[config.mk]
export PLATFORM = sky130hd
export DESIGN_NAME = lcg_random_range_generator
export DESIGN_NICKNAME = d
export VERILOG_FILES = /design/src/hw/rtl/lrg_pkg.sv /design/src/hw/rtl/lrg_fold_div.sv /design/src/hw/rtl/lcg_random_range_generator.sv
export SDC_FILE = /design/constraint.sdc
export NUM_CORES = 2
export LEC_CHECK = 0
export BUFFER_PORTS_ARGS = -buffer_cell sky130_fd_sc_hd__buf_2
export CAP_MARGIN = 20
export CORE_ASPECT_RATIO = 1.4
export CORE_UTILIZATION = 30
export DETAILED_ROUTE_END_ITERATION = 8
export SLEW_MARGIN = 40
export SYNTH_ARGS = -nofsm -noshare
export SYNTH_HDL_FRONTEND = slang
export SYNTH_SLANG_ARGS = --single-unit
[constraint.sdc]
create_clock -name clock -period 14.7 [get_ports clock]
set_input_delay 0.735 -clock clock [delete_from_list [all_inputs] [get_ports clock]]
set_output_delay 0.735 -clock clock [all_outputs]
set_load 0.05 [all_outputs]
[src/hw/rtl/lrg_pkg.sv]
package lrg_pkg;

   localparam int unsigned FRAC_W  = 15;
   localparam int unsigned WORD_W  = 32;
   localparam int unsigned SPAN_W  = WORD_W + 1;
   localparam int unsigned PROD_W  = FRAC_W + SPAN_W;

   localparam logic [WORD_W-1:0] LCG_MUL  = 32'd1103515245;
   localparam logic [WORD_W-1:0] LCG_INC  = 32'd12345;
   localparam logic [FRAC_W-1:0] DRAW_DIV = 15'd32767;

   typedef enum logic [1:0] {
      MODE_SEED     = 2'd0,
      MODE_FRACTION = 2'd1,
      MODE_UPPER    = 2'd2,
      MODE_RANGE    = 2'd3
   } lrg_mode_type;

   typedef enum logic [1:0] {
      ST_IDLE,
      ST_ADVANCE,
      ST_SCALE,
      ST_DIVIDE
   } lrg_state_type;

   typedef struct packed {
      logic load;
      logic ack;
   } lrg_div_ctl_type;

endpackage

[src/hw/rtl/lrg_fold_div.sv]
// Divide by 2^15-1 through repeated folding: P = H*2^15 + L = H*32767 + (H + L).
module lrg_fold_div (
   input  logic                       clock,
   input  logic                       reset,
   input  lrg_pkg::lrg_div_ctl_type   ctl,
   input  logic [lrg_pkg::PROD_W-1:0] dividend,
   output logic                       done,
   output logic [lrg_pkg::WORD_W-1:0] quotient
);
   import lrg_pkg::*;

   localparam int unsigned HIGH_W = PROD_W - FRAC_W;

   logic                busy_ff, busy_in;
   logic [PROD_W-1:0]   rem_ff, rem_in;
   logic [HIGH_W-1:0]   quo_ff, quo_in;
   logic [HIGH_W-1:0]   high;
   logic [HIGH_W-1:0]   quo_final;

   assign high = rem_ff[PROD_W-1:FRAC_W];
   assign done = busy_ff && (high == '0);

   // a residue of exactly the divisor is one more whole quotient
   assign quo_final = quo_ff + HIGH_W'(rem_ff[FRAC_W-1:0] == DRAW_DIV);
   assign quotient  = quo_final[WORD_W-1:0];

   always_comb begin
      busy_in = busy_ff;
      rem_in  = rem_ff;
      quo_in  = quo_ff;
      if (ctl.load) begin
         busy_in = 1'b1;
         rem_in  = dividend;
         quo_in  = '0;
      end else if (ctl.ack) begin
         busy_in = 1'b0;
      end else if (busy_ff && (high != '0)) begin
         quo_in = quo_ff + high;
         rem_in = PROD_W'(high) + PROD_W'(rem_ff[FRAC_W-1:0]);
      end
   end

   always_ff @(posedge clock) begin
      if (reset) begin
         busy_ff <= 1'b0;
      end else begin
         busy_ff <= busy_in;
      end
      rem_ff <= rem_in;
      quo_ff <= quo_in;
   end

endmodule

[src/hw/rtl/lcg_random_range_generator.sv]
// A fraction, upper or range word runs the generator multiply, then the scale multiply,
// then the folding passes of the divider; rsp_valid rises once the result is ready and
// the response register is free, so a held response waits on rsp_ready. Seed words
// only advance the generator and give no response. The single shared 33x32 multiplier
// and the fold adder of the divider serve one word at a time; new words wait for idle.
// Reset clears the generator state to zero and drops any pending response.
module lcg_random_range_generator (
   input  logic                              clock,
   input  logic                              reset,
   input  logic                              req_valid,
   output logic                              req_ready,
   input  logic [1:0]                        req_mode,
   input  logic [lrg_pkg::WORD_W-1:0]        req_seed_value,
   input  logic signed [lrg_pkg::WORD_W-1:0] req_lower,
   input  logic signed [lrg_pkg::WORD_W-1:0] req_upper,
   output logic                              rsp_valid,
   input  logic                              rsp_ready,
   output logic [lrg_pkg::FRAC_W-1:0]        rsp_fraction,
   output logic signed [lrg_pkg::WORD_W-1:0] rsp_value,
   output logic                              rsp_error
);
   import lrg_pkg::*;

   // sequencer
   lrg_state_type           fsm_ff, fsm_in;

   // captured request word
   lrg_mode_type            mode_ff, mode_in;
   logic [WORD_W-1:0]       seed_ff, seed_in;
   logic signed [WORD_W-1:0] lower_ff, lower_in;
   logic signed [WORD_W-1:0] upper_ff, upper_in;

   // generator state and drawn numerator
   logic [WORD_W-1:0]       gen_ff, gen_in;
   logic [FRAC_W-1:0]       frac_ff, frac_in;

   // response register
   logic                    rsp_valid_ff, rsp_valid_in;
   logic [FRAC_W-1:0]       rsp_frac_ff, rsp_frac_in;
   logic signed [WORD_W-1:0] rsp_value_ff, rsp_value_in;
   logic                    rsp_error_ff, rsp_error_in;

   // shared multiplier
   logic [SPAN_W-1:0]       mul_a;
   logic [WORD_W-1:0]       mul_b;
   logic [SPAN_W+WORD_W-1:0] product;

   logic                    accept;
   logic                    rsp_free;
   logic                    finish;
   logic [FRAC_W-1:0]       draw;
   logic [FRAC_W-1:0]       draw_mod;
   logic [SPAN_W-1:0]       span;
   logic                    empty;
   logic signed [WORD_W-1:0] value;

   lrg_div_ctl_type         div_ctl;
   logic                    div_done;
   logic [WORD_W-1:0]       div_quotient;

   lrg_fold_div u_div (
      .clock    (clock),
      .reset    (reset),
      .ctl      (div_ctl),
      .dividend (product[PROD_W-1:0]),
      .done     (div_done),
      .quotient (div_quotient)
   );

   assign accept   = req_valid && req_ready;
   assign rsp_free = !rsp_valid_ff || rsp_ready;
   assign finish   = (fsm_ff == ST_DIVIDE) && div_done && rsp_free;

   assign product = (SPAN_W+WORD_W)'(mul_a) * (SPAN_W+WORD_W)'(mul_b);

   // bits 30:16 of the advanced state, folded into 0..32766
   assign draw     = gen_ff[WORD_W-2:WORD_W-1-FRAC_W];
   assign draw_mod = (draw == DRAW_DIV) ? '0 : draw;

   // range span in 33 bits: up to 2^32 when the interval is the whole word
   always_comb begin
      if (mode_ff == MODE_RANGE) begin
         span = {upper_ff[WORD_W-1], upper_ff} - {lower_ff[WORD_W-1], lower_ff}
                + SPAN_W'(1);
      end else begin
         span = {upper_ff[WORD_W-1], upper_ff};
      end
   end

   // pick the empty-interval flag and the offset for the scaled quotient
   always_comb begin
      empty = 1'b0;
      value = '0;
      case (mode_ff) inside
         MODE_SEED, MODE_FRACTION: begin
            empty = 1'b0;
            value = '0;
         end
         MODE_UPPER: begin
            empty = upper_ff[WORD_W-1] || (upper_ff == '0);
            value = empty ? '0 : $signed(div_quotient + WORD_W'(1));
         end
         MODE_RANGE: begin
            empty = lower_ff > upper_ff;
            value = empty ? '0 : $signed(div_quotient + lower_ff);
         end
         default: begin
            empty = 1'b0;
            value = '0;
         end
      endcase
   end

   // next state
   always_comb begin
      fsm_in = fsm_ff;
      unique case (fsm_ff)
         ST_IDLE: begin
            if (accept) fsm_in = ST_ADVANCE;
         end
         ST_ADVANCE: begin
            fsm_in = (mode_ff == MODE_SEED) ? ST_IDLE : ST_SCALE;
         end
         ST_SCALE: begin
            fsm_in = ST_DIVIDE;
         end
         ST_DIVIDE: begin
            if (finish) fsm_in = ST_IDLE;
         end
         default: begin
            fsm_in = ST_IDLE;
         end
      endcase
   end

   // sequencer outputs: multiplier operands and divider control
   always_comb begin
      req_ready    = 1'b0;
      mul_a        = '0;
      mul_b        = '0;
      div_ctl.load = 1'b0;
      div_ctl.ack  = 1'b0;
      unique case (fsm_ff)
         ST_IDLE: begin
            req_ready = 1'b1;
         end
         ST_ADVANCE: begin
            mul_a = SPAN_W'((mode_ff == MODE_SEED) ? seed_ff : gen_ff);
            mul_b = LCG_MUL;
         end
         ST_SCALE: begin
            // scale by the numerator of the freshly advanced state
            mul_a        = span;
            mul_b        = WORD_W'(draw_mod);
            div_ctl.load = 1'b1;
         end
         ST_DIVIDE: begin
            div_ctl.ack = finish;
         end
         default: begin
            req_ready = 1'b0;
         end
      endcase
   end

   // datapath registers
   always_comb begin
      mode_in      = mode_ff;
      seed_in      = seed_ff;
      lower_in     = lower_ff;
      upper_in     = upper_ff;
      gen_in       = gen_ff;
      frac_in      = frac_ff;
      rsp_valid_in = rsp_valid_ff && !rsp_ready;
      rsp_frac_in  = rsp_frac_ff;
      rsp_value_in = rsp_value_ff;
      rsp_error_in = rsp_error_ff;

      // hold the request word for the whole draw
      if (accept) begin
         mode_in  = lrg_mode_type'(req_mode);
         seed_in  = req_seed_value;
         lower_in = req_lower;
         upper_in = req_upper;
      end

      // advance the generator, seeding first when asked
      if (fsm_ff == ST_ADVANCE) begin
         gen_in = product[WORD_W-1:0] + LCG_INC;
      end

      // hold the numerator for the response
      if (fsm_ff == ST_SCALE) begin
         frac_in = draw_mod;
      end

      if (finish) begin
         rsp_valid_in = 1'b1;
         rsp_frac_in  = frac_ff;
         rsp_value_in = value;
         rsp_error_in = empty;
      end
   end

   always_ff @(posedge clock) begin
      if (reset) begin
         fsm_ff       <= ST_IDLE;
         gen_ff       <= '0;
         rsp_valid_ff <= 1'b0;
      end else begin
         fsm_ff       <= fsm_in;
         gen_ff       <= gen_in;
         rsp_valid_ff <= rsp_valid_in;
      end
      mode_ff      <= mode_in;
      seed_ff      <= seed_in;
      lower_ff     <= lower_in;
      upper_ff     <= upper_in;
      frac_ff      <= frac_in;
      rsp_frac_ff  <= rsp_frac_in;
      rsp_value_ff <= rsp_value_in;
      rsp_error_ff <= rsp_error_in;
   end

   assign rsp_valid    = rsp_valid_ff;
   assign rsp_fraction = rsp_frac_ff;
   assign rsp_value    = rsp_value_ff;
   assign rsp_error    = rsp_error_ff;

endmodule
==> impl_metrics.py <==
metrics = {
    "run_status": {
        "outcome": "finished, violations left",
        "failed_checks": "DRC",
    },
    "synthesis": {
        "syn_inst": 4516,
        "synth_edf_count": 209,
        "synth.avg_cell_area_um2": 9.08,
        "synth-seq-area-share_pct": 18.6,
        "syn-num-nets": 5620,
        "ys_async_sr_fraction_pct": 0,
        "synth_flop_cell": "edfxtp_1",
        "synth-seq-cells": 277,
        "synth_area_um2": 41000,
        "ys_warn_count": 0,
        "yosysUniqueCellTypes": 96,
    },
    "timing": {
        "clock-skew-final_ps": 53.6,
        "post-route-period-util_pct": 81.6,
        "rsz0062_at_grt": "false",
        "worst_pin_slew_ps": 927,
        "finalHoldViolCount": 0,
        "fmax_mhz": 83.3,
        "finalSetupTns_ps": 0,
        "finalCriticalPeriod_ps": 12000,
        "final-max-slew-violation-count": 0,
        "fin_hold_ws_ps": 265,
        "setup_viol_count_final": 0,
        "timing.slew.headroom_pct": 38.2,
    },
    "worst_setup_path": {
        "critPathMostFrequentCell": "fa_1",
        "crit_path_max_incr_delay_ps": 810,
        "worstPathArrival_ps": 12370,
        "path_class": "flip-flop to flip-flop",
        "crit_buf_inv": 5,
        "required_ps": 15070,
        "worst_path_dominant_cell_family": "adder cells",
        "slowest_stage": "o22a_1",
        "cp_max_fo": 17,
        "cp-end-kind": "flip-flop",
        "critPathLaunchType": "flip-flop",
    },
    "worst_hold_path": {
        "min_path_type": "primary input to flip-flop",
    },
    "cts": {
        "clock-sinks": 277,
        "cts_tree": "done",
        "hold_buffers": 0,
        "postCtsResizedCells": 0,
        "clockBufferDepth": 3,
        "cts_setup_buffers": 0,
        "root_buffer": "clkbuf_16",
        "clk_pin_slew_ps": 80,
        "cts_buffers": 28,
        "htreeDepth": 1,
        "clk-insertion-delay-late_ps": 650,
    },
    "final_layout": {
        "syn2layout_area_growth_pct": 9.93,
        "finalNetCount": 5723,
        "drive_above_1_share_pct": 7.52,
    },
    "detailed_routing": {
        "dr.pass1.iters": 8,
        "drcViolationCount": 2,
        "ant_nets": 0,
        "viasPerCell": 5.14,
        "initialDrtViolationCount": 2279,
        "wl_mm": 142,
        "detail_route.wl_per_cell_um": 22.1,
        "vias": 33000,
    },
    "power_and_ir_drop": {
        "vdd_ir_drop_max_mv": 0.0729,
        "p_per_area_nw_per_um2": 73.8,
        "p_leak_nw": 21.0,
    },
    "floorplanning": {
        "row_count": 160,
        "die_h_um": 439,
        "initial_utilization_pct": 30.2,
        "fp.dieW_um": 314,
        "dieArea_um2": 138000,
        "core-area_um2": 136000,
        "pin_count": 152,
    },
    "global_route": {
        "grt_usage_pct": 20.3,
        "grt_pass1_vias": 34000,
        "antenna_found_initial": 6,
        "grt_pass1_wl_mm": 211,
        "grt_max_degree": 78,
        "gr-total-overflow": 0,
    },
    "flow_run": {
        "drv_cap": 0,
    },
    "placed_design": {
        "dp_hpwl_mm": 116,
        "io_buffer_count": 151,
        "place_congestion": 0.950,
    },
}
==> cell usage in the layout, fill, tap and decap left out, types with 78 or more instances in the layout <==
cell        n
o21ai_0   121
inv_1     803
nor2_1    419
buf_2     151
a21o_1     82
a21oi_1   192
xnor2_1   172
fa_1      544
edfxtp_1  209
ha_1      456
nand2b_1   78
nand2_1   414
==> area by class of cell <==
type | count | area [µm²]
Tap cell | 1782 | 2230
Fill cell | 14100 | 90600
Antenna cell | 2 | 5.00
Sequential cell | 277 | 7640
Inverter | 806 | 3030
Timing Repair Buffer | 217 | 1270
Multi-Input combinational cell | 3289 | 30000
Clock buffer | 30 | 708
Clock inverter | 22 | 229
==> cell families after synthesis <==
kind of cell,after synthesis,share of synthesized area [%]
mux,47,1.18
fa+ha+maj,1003,40.6
compound gates,691,10.9
simple gates,1306,14.8
buf+inv,950,8.72
xor+xnor,242,5.22
flops,277,18.6
==> synthesized netlist by cell type (all sizes together) (15+ instances only) <==
| cell | number | area, µm² |
|---|---|---|
| inv | 804 | 3020 |
| fa | 544 | 10900 |
| ha | 458 | 5730 |
| nor2 | 426 | 1600 |
| nand2 | 417 | 1570 |
| edfxtp | 209 | 6280 |
| a21oi | 201 | 1010 |
| xnor2 | 172 | 1510 |
| o21ai | 131 | 659 |
| clkbuf | 126 | 473 |
| a21o | 82 | 616 |
| nand2b | 78 | 488 |
| xor2 | 69 | 612 |
| dfxtp | 68 | 1360 |
| nor2b | 67 | 419 |
| nand3 | 65 | 325 |
| and2 | 42 | 263 |
| nand4 | 42 | 269 |
| a211oi | 41 | 313 |
| nor3 | 41 | 205 |
| mux2i | 37 | 370 |
| o22ai | 37 | 231 |
| o21a | 31 | 233 |
| nor4 | 26 | 169 |
| a31oi | 24 | 150 |
| and3 | 22 | 138 |
| o21bai | 20 | 161 |
| or3 | 19 | 119 |
| buf | 18 | 76.3 |
| o211ai | 15 | 113 |
==> path summary, 6_finish.rpt <==
path | from | depth (start not counted) | slack, ps | endpoint
max | lower_ff[1] | 39 | 2700 | u_div.rem_ff[42]
min reg2reg | frac_ff[11] | 0 | 400 | rsp_fraction[11]
max reg2reg | lower_ff[1] | 39 | 2700 | u_div.rem_ff[42]
min | req_upper[30] | 1 | 270 | upper_ff[30]
==> stage by stage <==
step / power [mW] / cell area, µm² / cells / util (%) / setup WS, ps
4_1_cts: 3.31 / 45000 / 6422 / 33.2 / 2790
6_report: 3.33 / 45100 / 6425 / 33.2 / 2700
3_5_place_dp: 2.55 / 44100 / 6370 / 32.5 / 2830
5_1_grt: 3.51 / 45100 / 6424 / 33.2 / 2210
2_1_floorplan: 2.10 / 41000 / 4516 / - / 4360
3_3_place_gp: 2.54 / 44000 / 6369 / 32.4 / 2840
==> flip-flops by register name, summed over array words and instances, names as in the netlist, named ones only <==
name / flops
seed_ff: 32
u_div.quo_ff: 32
u_div.busy_ff: 1
rsp_fraction: 15
rsp_value: 32
u_div.rem_ff: 48
mode_ff: 2
upper_ff: 32
lower_ff: 32
gen_ff: 32
rsp_error: 1
rsp_valid: 1
frac_ff: 15
fsm_ff: 1
==> where the power goes <==
group / internal (mW) / leakage [nW] / total, mW / switching [mW]
Sequential: 0.943 / 2.51 / 1.10 / 0.160
Combinational: 0.571 / 18.0 / 1.47 / 0.896
Clock: 0.395 / 0.457 / 0.756 / 0.361
Total: 1.91 / 21.0 / 3.33 / 1.42
==> layer usage <==
| metal | share of wire (%) | track usage (%) | vias up | routed length [µm] |
|---|---|---|---|---|
| li1 | - | - | 14900 | - |
| met1 | 37 | 22.8 | 16500 | 52200 |
| met2 | 51 | 36.5 | 1214 | 71700 |
| met3 | 5.4 | 1.87 | 371 | 7710 |
| met4 | 7.2 | 13.1 | 8 | 10300 |
| met5 | 0.037 | 0 | - | 52 |
Power figures use the tool's default switching activity.
